**src/cfd_pkg.sv**
```systemverilog
// ----------------------------------------------------------------------------
// cfd_pkg
// Shared types and constants of the COBS frame decoder.
// ----------------------------------------------------------------------------
package cfd_pkg;

  localparam int unsigned ByteW = 8;
  localparam int unsigned LenW  = 16;

  localparam logic [ByteW-1:0] FullCode   = 8'hFF;
  localparam logic [LenW-1:0]  MaxLenRst  = 16'hFFFF;

  typedef enum logic [1:0] {
    ST_OK    = 2'd0,
    ST_TRUNC = 2'd1,
    ST_CAP   = 2'd2
  } frame_status_e;

  typedef enum logic {
    KIND_DATA   = 1'b0,
    KIND_STATUS = 1'b1
  } result_kind_e;

  // One result as it travels from the decode step to the output register.
  typedef struct packed {
    logic             kind;
    logic [ByteW-1:0] data_byte;
    logic [1:0]       frame_status;
    logic [LenW-1:0]  frame_len;
  } result_t;

endpackage

```
**src/cfd_if.sv**
```systemverilog
// ----------------------------------------------------------------------------
// cfd_if
// Valid/ready channels of the COBS frame decoder: encoded bytes in, results out.
// ----------------------------------------------------------------------------
interface cfd_byte_if;
  logic       valid;
  logic       ready;
  logic [7:0] byte_in;

  modport source (output valid, output byte_in, input ready);
  modport sink   (input valid, input byte_in, output ready);
endinterface

interface cfd_result_if;
  logic        valid;
  logic        ready;
  logic        kind;
  logic [7:0]  data_byte;
  logic [1:0]  frame_status;
  logic [15:0] frame_len;

  modport source (output valid, output kind, output data_byte, output frame_status,
                  output frame_len, input ready);
  modport sink   (input valid, input kind, input data_byte, input frame_status,
                  input frame_len, output ready);
endinterface

```
**src/cfd_in_reg.sv**
```systemverilog
// ----------------------------------------------------------------------------
// cfd_in_reg
// Input register: holds one encoded byte until the decode step consumes it.
// ----------------------------------------------------------------------------
module cfd_in_reg
  import cfd_pkg::*;
(
  input  logic             clk_i,
  input  logic             rst_ni,
  input  logic             in_valid_i,
  output logic             in_ready_o,
  input  logic [ByteW-1:0] in_byte_i,
  input  logic             advance_i,
  output logic             valid_o,
  output logic [ByteW-1:0] byte_o
);

  logic             valid_q, valid_d;
  logic [ByteW-1:0] byte_q, byte_d;
  logic             take;

  // A slot is free when empty or when its byte moves on in this cycle.
  assign in_ready_o = !valid_q || advance_i;
  assign take       = in_valid_i && in_ready_o;

  always_comb begin
    valid_d = valid_q;
    byte_d  = byte_q;
    if (take) begin
      valid_d = 1'b1;
      byte_d  = in_byte_i;
    end else if (advance_i) begin
      valid_d = 1'b0;
    end
  end

  always_ff @(posedge clk_i or negedge rst_ni) begin
    if (!rst_ni) begin
      valid_q <= 1'b0;
    end else begin
      valid_q <= valid_d;
    end
  end

  always_ff @(posedge clk_i) begin
    byte_q <= byte_d;
  end

  assign valid_o = valid_q;
  assign byte_o  = byte_q;

endmodule

```
**src/cfd_step.sv**
```systemverilog
// ----------------------------------------------------------------------------
// cfd_step
// Decode step: frame state, capacity register and the result of one byte.
// ----------------------------------------------------------------------------
module cfd_step
  import cfd_pkg::*;
(
  input  logic             clk_i,
  input  logic             rst_ni,
  input  logic             cfg_we_i,
  input  logic [LenW-1:0]  cfg_wdata_i,
  input  logic             step_i,
  input  logic [ByteW-1:0] byte_i,
  output logic             has_result_o,
  output result_t          result_o
);

  logic [LenW-1:0]  max_len_q, max_len_d;
  logic [ByteW-1:0] group_left_q, group_left_d;
  logic             have_group_q, have_group_d;
  logic             last_full_q, last_full_d;
  logic [LenW-1:0]  out_count_q, out_count_d;
  logic [1:0]       err_q, err_d;

  logic             is_term, is_code, want_emit, emit_ok, room;
  logic [ByteW-1:0] emit_val;
  logic [1:0]       status;

  assign is_term = (byte_i == '0);
  assign is_code = (group_left_q == '0);
  assign room    = (out_count_q < max_len_q);

  always_comb begin
    want_emit = 1'b0;
    emit_val  = '0;
    if (!is_term) begin
      if (is_code) begin
        // The zero owed by the previous short group goes out now.
        want_emit = have_group_q && !last_full_q;
      end else begin
        want_emit = 1'b1;
        emit_val  = byte_i;
      end
    end
  end

  assign emit_ok = want_emit && (err_q == ST_OK) && room;

  always_comb begin
    status = err_q;
    if (err_q == ST_OK && !is_code) begin
      status = ST_TRUNC;
    end
  end

  always_comb begin
    has_result_o = is_term || emit_ok;
    result_o     = '0;
    if (is_term) begin
      result_o.kind         = KIND_STATUS;
      result_o.frame_status = status;
      result_o.frame_len    = out_count_q;
    end else begin
      result_o.kind      = KIND_DATA;
      result_o.data_byte = emit_val;
    end
  end

  always_comb begin
    max_len_d    = cfg_we_i ? cfg_wdata_i : max_len_q;
    group_left_d = group_left_q;
    have_group_d = have_group_q;
    last_full_d  = last_full_q;
    out_count_d  = out_count_q;
    err_d        = err_q;
    if (step_i) begin
      if (is_term) begin
        group_left_d = '0;
        have_group_d = 1'b0;
        last_full_d  = 1'b0;
        out_count_d  = '0;
        err_d        = ST_OK;
      end else begin
        if (is_code) begin
          group_left_d = byte_i - ByteW'(1);
          have_group_d = 1'b1;
          last_full_d  = (byte_i == FullCode);
        end else begin
          group_left_d = group_left_q - ByteW'(1);
        end
        if (emit_ok) begin
          out_count_d = out_count_q + LenW'(1);
        end else if (want_emit && err_q == ST_OK) begin
          err_d = ST_CAP;
        end
      end
    end
  end

  always_ff @(posedge clk_i or negedge rst_ni) begin
    if (!rst_ni) begin
      max_len_q    <= MaxLenRst;
      group_left_q <= '0;
      have_group_q <= 1'b0;
      last_full_q  <= 1'b0;
      out_count_q  <= '0;
      err_q        <= ST_OK;
    end else begin
      max_len_q    <= max_len_d;
      group_left_q <= group_left_d;
      have_group_q <= have_group_d;
      last_full_q  <= last_full_d;
      out_count_q  <= out_count_d;
      err_q        <= err_d;
    end
  end

endmodule

```
**src/cfd_out_reg.sv**
```systemverilog
// ----------------------------------------------------------------------------
// cfd_out_reg
// Result register: holds one result until the receiver takes it.
// ----------------------------------------------------------------------------
module cfd_out_reg
  import cfd_pkg::*;
(
  input  logic    clk_i,
  input  logic    rst_ni,
  input  logic    load_i,
  input  result_t result_i,
  input  logic    out_ready_i,
  output logic    out_valid_o,
  output result_t result_o
);

  logic    valid_q, valid_d;
  result_t res_q, res_d;

  always_comb begin
    valid_d = valid_q;
    res_d   = res_q;
    if (load_i) begin
      valid_d = 1'b1;
      res_d   = result_i;
    end else if (out_ready_i) begin
      valid_d = 1'b0;
    end
  end

  always_ff @(posedge clk_i or negedge rst_ni) begin
    if (!rst_ni) begin
      valid_q <= 1'b0;
    end else begin
      valid_q <= valid_d;
    end
  end

  always_ff @(posedge clk_i) begin
    res_q <= res_d;
  end

  assign out_valid_o = valid_q;
  assign result_o    = res_q;

endmodule

```
**src/cobs_frame_decoder.sv**
```systemverilog
// ----------------------------------------------------------------------------
// cobs_frame_decoder
// Streaming COBS decoder: one encoded byte in per item, at most one result out.
// ----------------------------------------------------------------------------
// Usage: encoded bytes arrive on in_i, a valid/ready channel with one byte per
// item; a zero byte ends the frame. Results leave on out_o. A data result
// (kind 0) carries one decoded byte. A status result (kind 1) closes every
// frame and carries the frame status (ok, group cut short, capacity exceeded)
// and the count of decoded bytes sent. Literals and code bytes that emit
// nothing consume their item without producing a result.
// The capacity register is written through max_out_len_we_i and max_out_len_i
// while the decoder is idle; the user must keep to this, as the block itself
// does not enforce it. It resets to 65535. A byte accepted into the input
// register is decoded there by the decode step, which loads its result into
// the output register once that register can take it. Throughput is one item
// per cycle unless a byte with a result waits on a stalled receiver, set by
// the combinational decode step and its registered frame state update.
// When the receiver stalls, the output register holds its result and the
// input register still drains bytes that produce no result; a byte that does
// produce one waits, and in_i deasserts ready once the input register is full.
// Reset empties both registers, clears the frame state and restores the
// capacity register.
// ----------------------------------------------------------------------------
module cobs_frame_decoder
  import cfd_pkg::*;
(
  input  logic            clk_i,
  input  logic            rst_ni,
  input  logic            max_out_len_we_i,
  input  logic [LenW-1:0] max_out_len_i,
  cfd_byte_if.sink        in_i,
  cfd_result_if.source    out_o
);

  logic             in_valid;
  logic [ByteW-1:0] in_byte;
  logic             has_result;
  logic             out_valid;
  logic             advance;
  logic             load;
  result_t          step_res;
  result_t          out_res;

  cfd_in_reg u_in_reg (
    .clk_i      (clk_i),
    .rst_ni     (rst_ni),
    .in_valid_i (in_i.valid),
    .in_ready_o (in_i.ready),
    .in_byte_i  (in_i.byte_in),
    .advance_i  (advance),
    .valid_o    (in_valid),
    .byte_o     (in_byte)
  );

  // The held byte is decoded when it produces no result, or when the output
  // register is empty or is being emptied in this cycle.
  assign advance = in_valid && (!has_result || !out_valid || out_o.ready);
  assign load    = advance && has_result;

  cfd_step u_step (
    .clk_i        (clk_i),
    .rst_ni       (rst_ni),
    .cfg_we_i     (max_out_len_we_i),
    .cfg_wdata_i  (max_out_len_i),
    .step_i       (advance),
    .byte_i       (in_byte),
    .has_result_o (has_result),
    .result_o     (step_res)
  );

  cfd_out_reg u_out_reg (
    .clk_i       (clk_i),
    .rst_ni      (rst_ni),
    .load_i      (load),
    .result_i    (step_res),
    .out_ready_i (out_o.ready),
    .out_valid_o (out_valid),
    .result_o    (out_res)
  );

  assign out_o.valid        = out_valid;
  assign out_o.kind         = out_res.kind;
  assign out_o.data_byte    = out_res.data_byte;
  assign out_o.frame_status = out_res.frame_status;
  assign out_o.frame_len    = out_res.frame_len;

endmodule
```
**src/flat_wrapper.sv**
```systemverilog
// flat-port wrapper written by rule: the top's interface ports become plain ports
module cobs_frame_decoder_flat import cfd_pkg::*;
  (clk_i, rst_ni, max_out_len_we_i, max_out_len_i, in_i_valid, in_i_byte_in, in_i_ready, out_o_valid, out_o_kind, out_o_data_byte, out_o_frame_status, out_o_frame_len, out_o_ready);
  cfd_byte_if in_i_i ();
  cfd_result_if out_o_i ();
  input  logic clk_i;
  input  logic rst_ni;
  input  logic max_out_len_we_i;
  input  logic [LenW-1:0] max_out_len_i;
  input wire logic [$bits(in_i_i.valid)-1:0] in_i_valid;
  input wire logic [$bits(in_i_i.byte_in)-1:0] in_i_byte_in;
  output wire logic [$bits(in_i_i.ready)-1:0] in_i_ready;
  output wire logic [$bits(out_o_i.valid)-1:0] out_o_valid;
  output wire logic [$bits(out_o_i.kind)-1:0] out_o_kind;
  output wire logic [$bits(out_o_i.data_byte)-1:0] out_o_data_byte;
  output wire logic [$bits(out_o_i.frame_status)-1:0] out_o_frame_status;
  output wire logic [$bits(out_o_i.frame_len)-1:0] out_o_frame_len;
  input wire logic [$bits(out_o_i.ready)-1:0] out_o_ready;
  assign in_i_i.valid = in_i_valid;
  assign in_i_i.byte_in = in_i_byte_in;
  assign in_i_ready = in_i_i.ready;
  assign out_o_valid = out_o_i.valid;
  assign out_o_kind = out_o_i.kind;
  assign out_o_data_byte = out_o_i.data_byte;
  assign out_o_frame_status = out_o_i.frame_status;
  assign out_o_frame_len = out_o_i.frame_len;
  assign out_o_i.ready = out_o_ready;
  cobs_frame_decoder u_core (.clk_i(clk_i), .rst_ni(rst_ni), .max_out_len_we_i(max_out_len_we_i), .max_out_len_i(max_out_len_i), .in_i(in_i_i), .out_o(out_o_i));
endmodule
```
**config.mk**
```make
export PLATFORM = sky130hd
export DESIGN_NAME = cobs_frame_decoder_flat
export DESIGN_NICKNAME = d
export VERILOG_FILES = /design/src/cfd_pkg.sv /design/src/cfd_if.sv /design/src/cfd_in_reg.sv /design/src/cfd_step.sv /design/src/cfd_out_reg.sv /design/src/cobs_frame_decoder.sv /design/src/flat_wrapper.sv
export SDC_FILE = /design/constraint.sdc
export NUM_CORES = 1
export LEC_CHECK = 0
export CAP_MARGIN = 25
export CELL_PAD_IN_SITES_DETAIL_PLACEMENT = 0
export CELL_PAD_IN_SITES_GLOBAL_PLACEMENT = 1
export CORE_MARGIN = 5
export CORE_UTILIZATION = 45
export DETAILED_ROUTE_END_ITERATION = 10
export DONT_BUFFER_PORTS = 1
export PLACE_DENSITY = 0.8
export SETUP_SLACK_MARGIN = 0.3
export SYNTH_ARGS = -nofsm -noshare
export SYNTH_HDL_FRONTEND = slang
export SYNTH_SLANG_ARGS = --single-unit
```
**constraint.sdc**
```tcl
create_clock -name clk_i -period 2.95 [get_ports clk_i]
set_input_delay 0.295 -clock clk_i [delete_from_list [all_inputs] [get_ports clk_i]]
set_output_delay 0.295 -clock clk_i [all_outputs]
set_load 0.1 [all_outputs]
```
; ---- Yosys cells after proc, flatten, opt, wreduce, memory -nomap -nowiden
; Cells that the tools add are included.
[totals]
elab_cells = 69
register_bits = 81
input_bits = 29
output_inout_bits = 29
[classes]
mux = 19
n_lt_le_gt_ge = 1
n_bitwise = 1
reduce_logical = 29
addsub = 3
eq_ne = 2
[op_table]
columns = op, count
row1 = $mux 16, 2
row2 = $add 16x1->16 const B, 1
row3 = $logic_not 8->1, 2
row4 = $lt 16x16->1, 1
row5 = $mux 8, 2
row6 = $sub 8x1->8 const B, 2
row7 = $mux 1, 12
row8 = $reduce_bool 2->1, 5
row9 = $eq 8x8->1 const B, 1
row10 = $logic_and 1x1->1, 7
row11 = $mux 2, 3
row12 = $logic_not 1->1, 5
row13 = $logic_or 1x1->1, 4
row14 = $reduce_and 2->1, 2
row15 = $reduce_or 2->1, 2
row16 = $reduce_and 3->1, 1
row17 = $logic_not 2->1, 1
row18 = $ne 2x2->1 const B, 1
row19 = $not 1->1, 1

; ---- Depth between registers and ports, before layout
[logic_depth]
depth_word = 14
depth_mapped = 12
ltp_nobuf = 10

; ---- Hierarchy
; Synthesis repeated with hierarchy kept, for this count alone.
[hier_totals]
hier_cells = 376
hier_area_um2 = 4008.8
[by_module_without_submodules]
columns = mod, seq_area_each_um2, instances, cells_each, area_each_um2
row1 = cfd_step, 1096.1, 1, 330, 2835.2
row2 = cfd_out_reg, 835.8, 1, 30, 847.1
row3 = cfd_in_reg, 265.3, 1, 12, 294.0
row4 = cobs_frame_decoder, 0.0, 1, 4, 32.5

; ---- Worst setup path after synthesis
; Ideal clock, no wire load.
[synth_timing]
path_type = reg-to-output
start = register u_core.u_step.max_len_q[7]
end = output port in_i_ready
t_arrival_ps = 2995
setup_slack_ps = -340
required_ps = 2655
path_stages_with_launch = 11
path_buffers = 2
path_cell_list = dfstp_2 inv_1 ha_1 and3_4 a221oi_1 o21ai_1 or3_1 buf_2 buf_2 nand2_1 nand3_1
[synth_via]
elab_chain_len = 8
[synth_rtl]
columns = element, line_no
row1 = from (decl), cfd_step.sv:18  ; logic [LenW-1:0] max_len_q, max_len_d;
row2 = from (signal assigned), cfd_step.sv:102  ; max_len_q <= MaxLenRst;
row3 = from (signal assigned), cfd_step.sv:109  ; max_len_q <= max_len_d;
row4 = $lt 16x16->1, cfd_step.sv:31  ; assign room = (out_count_q < max_len_q);
row5 = $logic_and 1x1->1, cfd_step.sv:47  ; assign emit_ok = want_emit && (err_q == ST_OK) && room;
row6 = $logic_or 1x1->1, cfd_step.sv:57  ; has_result_o = is_term || emit_ok;
row7 = $logic_not 1->1, cobs_frame_decoder.sv:57  ; assign advance = in_valid && (!has_result || !out_valid || out_o.ready);
row8 = $logic_or 1x1->1 (2 in a row), cobs_frame_decoder.sv:57
row9 = $logic_and 1x1->1, cobs_frame_decoder.sv:57
row10 = $logic_or 1x1->1, cfd_in_reg.sv:23  ; assign in_ready_o = !valid_q || advance_i;
row11 = to (decl), flat_wrapper.sv:12  ; output wire logic [$bits(in_i_i.ready)-1:0] in_i_ready;
; Every way passes these cells.

; ---- Worst setup path in the final report
[layout_timing]
start = register u_core.u_step.max_len_q[6]
end = output port in_i_ready
; Same word-level chain as after synthesis.

==> impl_metrics.json <==
{
  "row_count": 35,
  "path_clk_slew_ns": 0.09,
  "slowest_stage": "dfstp_2",
  "irDropWorstVdd_mv": 0.314,
  "synthToLayoutAreaGrowth_pct": 22.7,
  "crit_chain": "inv_1 > ha_1 > and3_4 > a221oi_4 > o21ai_2 > or3_4 > nand2_4 > nand3_4 > buf_12",
  "period_needed_ns": 2.88,
  "syn_avg_cell_area_um2": 10.3,
  "fp.dieW_um": 106,
  "power_uw": 2740,
  "synth_top_area_share_pct": 25.3,
  "cpPeakStageDelay_ns": 0.52,
  "regArea_mm2": 0.00220,
  "timing.final.crit_share_pct": 97.5,
  "initial_core_util_pct": 45.5,
  "first_iter_violations": 255,
  "dr.pass1.iters": 4,
  "synth_largest_area_cell": "edfxtp_1",
  "worst_hold_path_type": "input port to flop",
  "grt_max_degree": 46,
  "n_antenna_cell": 0,
  "arrival_ns": 2.58,
  "synthTopCellsByArea": "edfxtp_1 25%, dfrtp_1 18%, dfstp_2 10%, ha_1 5.1%, nand2_1 3.9%",
  "power_density_mw_per_mm2": 539,
  "async_flop_share_pct": 56.3,
  "rsz0062_at_grt": "true",
  "cts.path.max_buffers": 2,
  "finalSetupTns_ns": 0,
  "overflow": 0,
  "antenna_found_initial": 0,
  "dp_hpwl_mm": 6.92,
  "die_y_um": 106,
  "routed_via_density": 6.10,
  "syn_area_mm2": 0.00415,
  "yosysWarnings": 0,
  "wl_per_cell_um": 18.6,
  "slew_headroom_pct": 39.6,
  "cts_made_buffers": 9,
  "syn-num-nets": 450,
  "synthTopCellsByCount": "43 x nand2_1, 35 x edfxtp_1, 29 x dfrtp_1",
  "finalMaxSlewViolations": 0,
  "ant_nets": 0,
  "ys.flop_type": "edfxtp_1",
  "finalHoldViolations": 0,
  "grt_pass1_wl_mm": 16.5,
  "cts_tree": "done",
  "hold-worst-slack_ns": 0.0292,
  "cap_violations": 0,
  "drive_gt1_share_pct": 25.8,
  "ys_seq_elements": 80,
  "num_vias": 3349,
  "skew_ns": 0.0110,
  "drt_wl_total_mm": 10.2,
  "clock-root-buffer": "clkbuf_8",
  "start_kind": "flop",
  "critPathKind": "flop to output port",
  "fmax_mhz": 348,
  "place.gp.congestion": 0.869,
  "multi_input_area_mm2": 0.00202,
  "nets": 479,
  "worst_pin_slew_ns": 0.908,
  "dieArea_mm2": 0.0112,
  "path_buf_inv": 2,
  "synth_enable_flop_cells": 35,
  "cp_max_fo": 2,
  "leakagePower_uw": 0.00203,
  "worstPathRequired_ns": 2.65,
  "io_pins": 58,
  "setup-violations-final": 0,
  "outcome": "finished clean",
  "synthCells": 404,
  "cts.sinks": 80,
  "yosysMostFrequentCell": "nand2_1",
  "grt_pass1_vias": 3161,
  "ys_seq_area_share_pct": 53.0,
  "synth_cell_types": 55,
  "port_buffers": 0,
  "crit_family": "simple AND/OR/NAND/NOR gates",
  "fillCellCount": 802,
  "grt_use_total_pct": 18.5,
  "clock_latency_ns": 0.35,
  "core_area_mm2": 0.00911,
  "drc_errors": 0,
  "endpoint_kind": "output port",
  "htree_levels": 3
}
-- cell usage in the layout, fill, tap and decap left out, types with 4 or more instances in the layout --
cell type and instances:
a21o_1 5, a31oi_1 4, or3_1 5, ha_4 7, dfstp_2 16, nor4_1 6, buf_4 31, dfrtp_1 28
o211ai_1 14, nand4_1 8, nor2_1 15, edfxtp_1 35, inv_1 21, clkbuf_8 9, o21ai_0 23, a211o_1 9
nor3_1 9, nand2_1 42, a2111oi_0 4, or4_1 4, ha_1 10, and3_1 21, inv_2 5, nor2b_1 10
nand3_1 14, a21oi_1 10
-- cells by family (layout without fill, tap and decap cells) --
logic type / Yosys count / after routing / synth area share (%)
AOI/OAI and AO/OA: 102 / 102 / 17.2
adders and majority gates: 17 / 17 / 5.13
buffers and inverters: 50 / 84 / 4.74
DFF: 80 / 80 / 53.0
muxes: 2 / 2 / 0.513
and+or+nand+nor: 153 / 153 / 19.4
-- metal layers --
metal | routed length (µm) | up-vias | share of wire, % | global-route usage (%)
met4 | 199 | 0 | 1.9 | 7.40
li1 | - | 1578 | - | -
met3 | 543 | 20 | 5.3 | 3.40
met5 | 0 | - | 0 | 0
met1 | 4840 | 1612 | 47 | 26.8
met2 | 4650 | 139 | 45 | 27.3
-- per-stage QoR --
step | std cells | setup slack, ns | instance area (µm²) | util (%)
detailed placement | 522 | 0.119 | 4470 | 49.1
floorplan | 404 | 0.182 | 4200 | -
global route | 549 | -0.0166 | 5090 | 55.8
finish | 549 | 0.0723 | 5090 | 55.8
CTS | 547 | -0.0116 | 4990 | 54.7
global placement | 522 | 0.123 | 4470 | 49.1
-- final timing paths --
kind                       slack [ns]                  startpoint  depth (start not counted)                       endpoint
setup / recovery                 0.07  u_core.u_step.max_len_q[6]                          9                     in_i_ready
hold / removal                   0.03             in_i_byte_in[4]                          0      u_core.u_in_reg.byte_o[4]
hold reg to reg                  0.51  u_core.u_step.max_len_q[4]                          2     u_core.u_step.max_len_q[4]
setup reg to reg                 0.14  u_core.u_step.max_len_q[6]                         10   u_core.u_step.out_count_q[6]
max in group asynchronous        2.20                      rst_ni                          2    u_core.u_step.max_len_q[13]
min in group asynchronous        0.46                      rst_ni                          2  u_core.u_step.group_left_q[2]
-- worst register-to-register path: stages, from the launching register on --
cell	delay, ns
dfstp_2	0.52
inv_1	0.05
ha_1	0.31
and3_4	0.19
a221oi_4	0.29
o21ai_2	0.10
or3_4	0.43
buf_4	0.15
buf_8	0.13
or4_1	0.50
nand3_1	0.08
-- timing repair --
item                                    4_1_cts  5_1_grt
hold buffers                                  3        0
resized for setup                            30       15
hold endpoints to repair                     61        0
pin swaps                                    22        7
endpoints found under the setup margin       55       58
cloned                                        0        1
buffers inserted                              6        1
-- power by group --
part	switching, µW	internal, µW
clock	409	564
sequential	119	1260
combinational	208	185
-- flip-flops by register name (all words and copies together) (netlist names), 8 cells and up --
| signal | cells |
|---|---|
| u_core.u_step.max_len_q | 16 |
| u_core.u_step.group_left_q | 8 |
| u_core.u_in_reg.byte_o | 8 |
| u_core.u_out_reg.result_o | 27 |
| u_core.u_step.out_count_q | 16 |
-- final cells by class --
type                       instances  area share (%)
timing repair buffer              40            7.26
clock buffer                       9            2.44
multi-input combinational        274            39.7
timing repair inverter             1           0.123
inverter                          27            2.26
tap                              111            2.73
clock inverter                     7            2.29
sequential                        80            43.2
No activity file was read; power rests on OpenSTA's default activity.
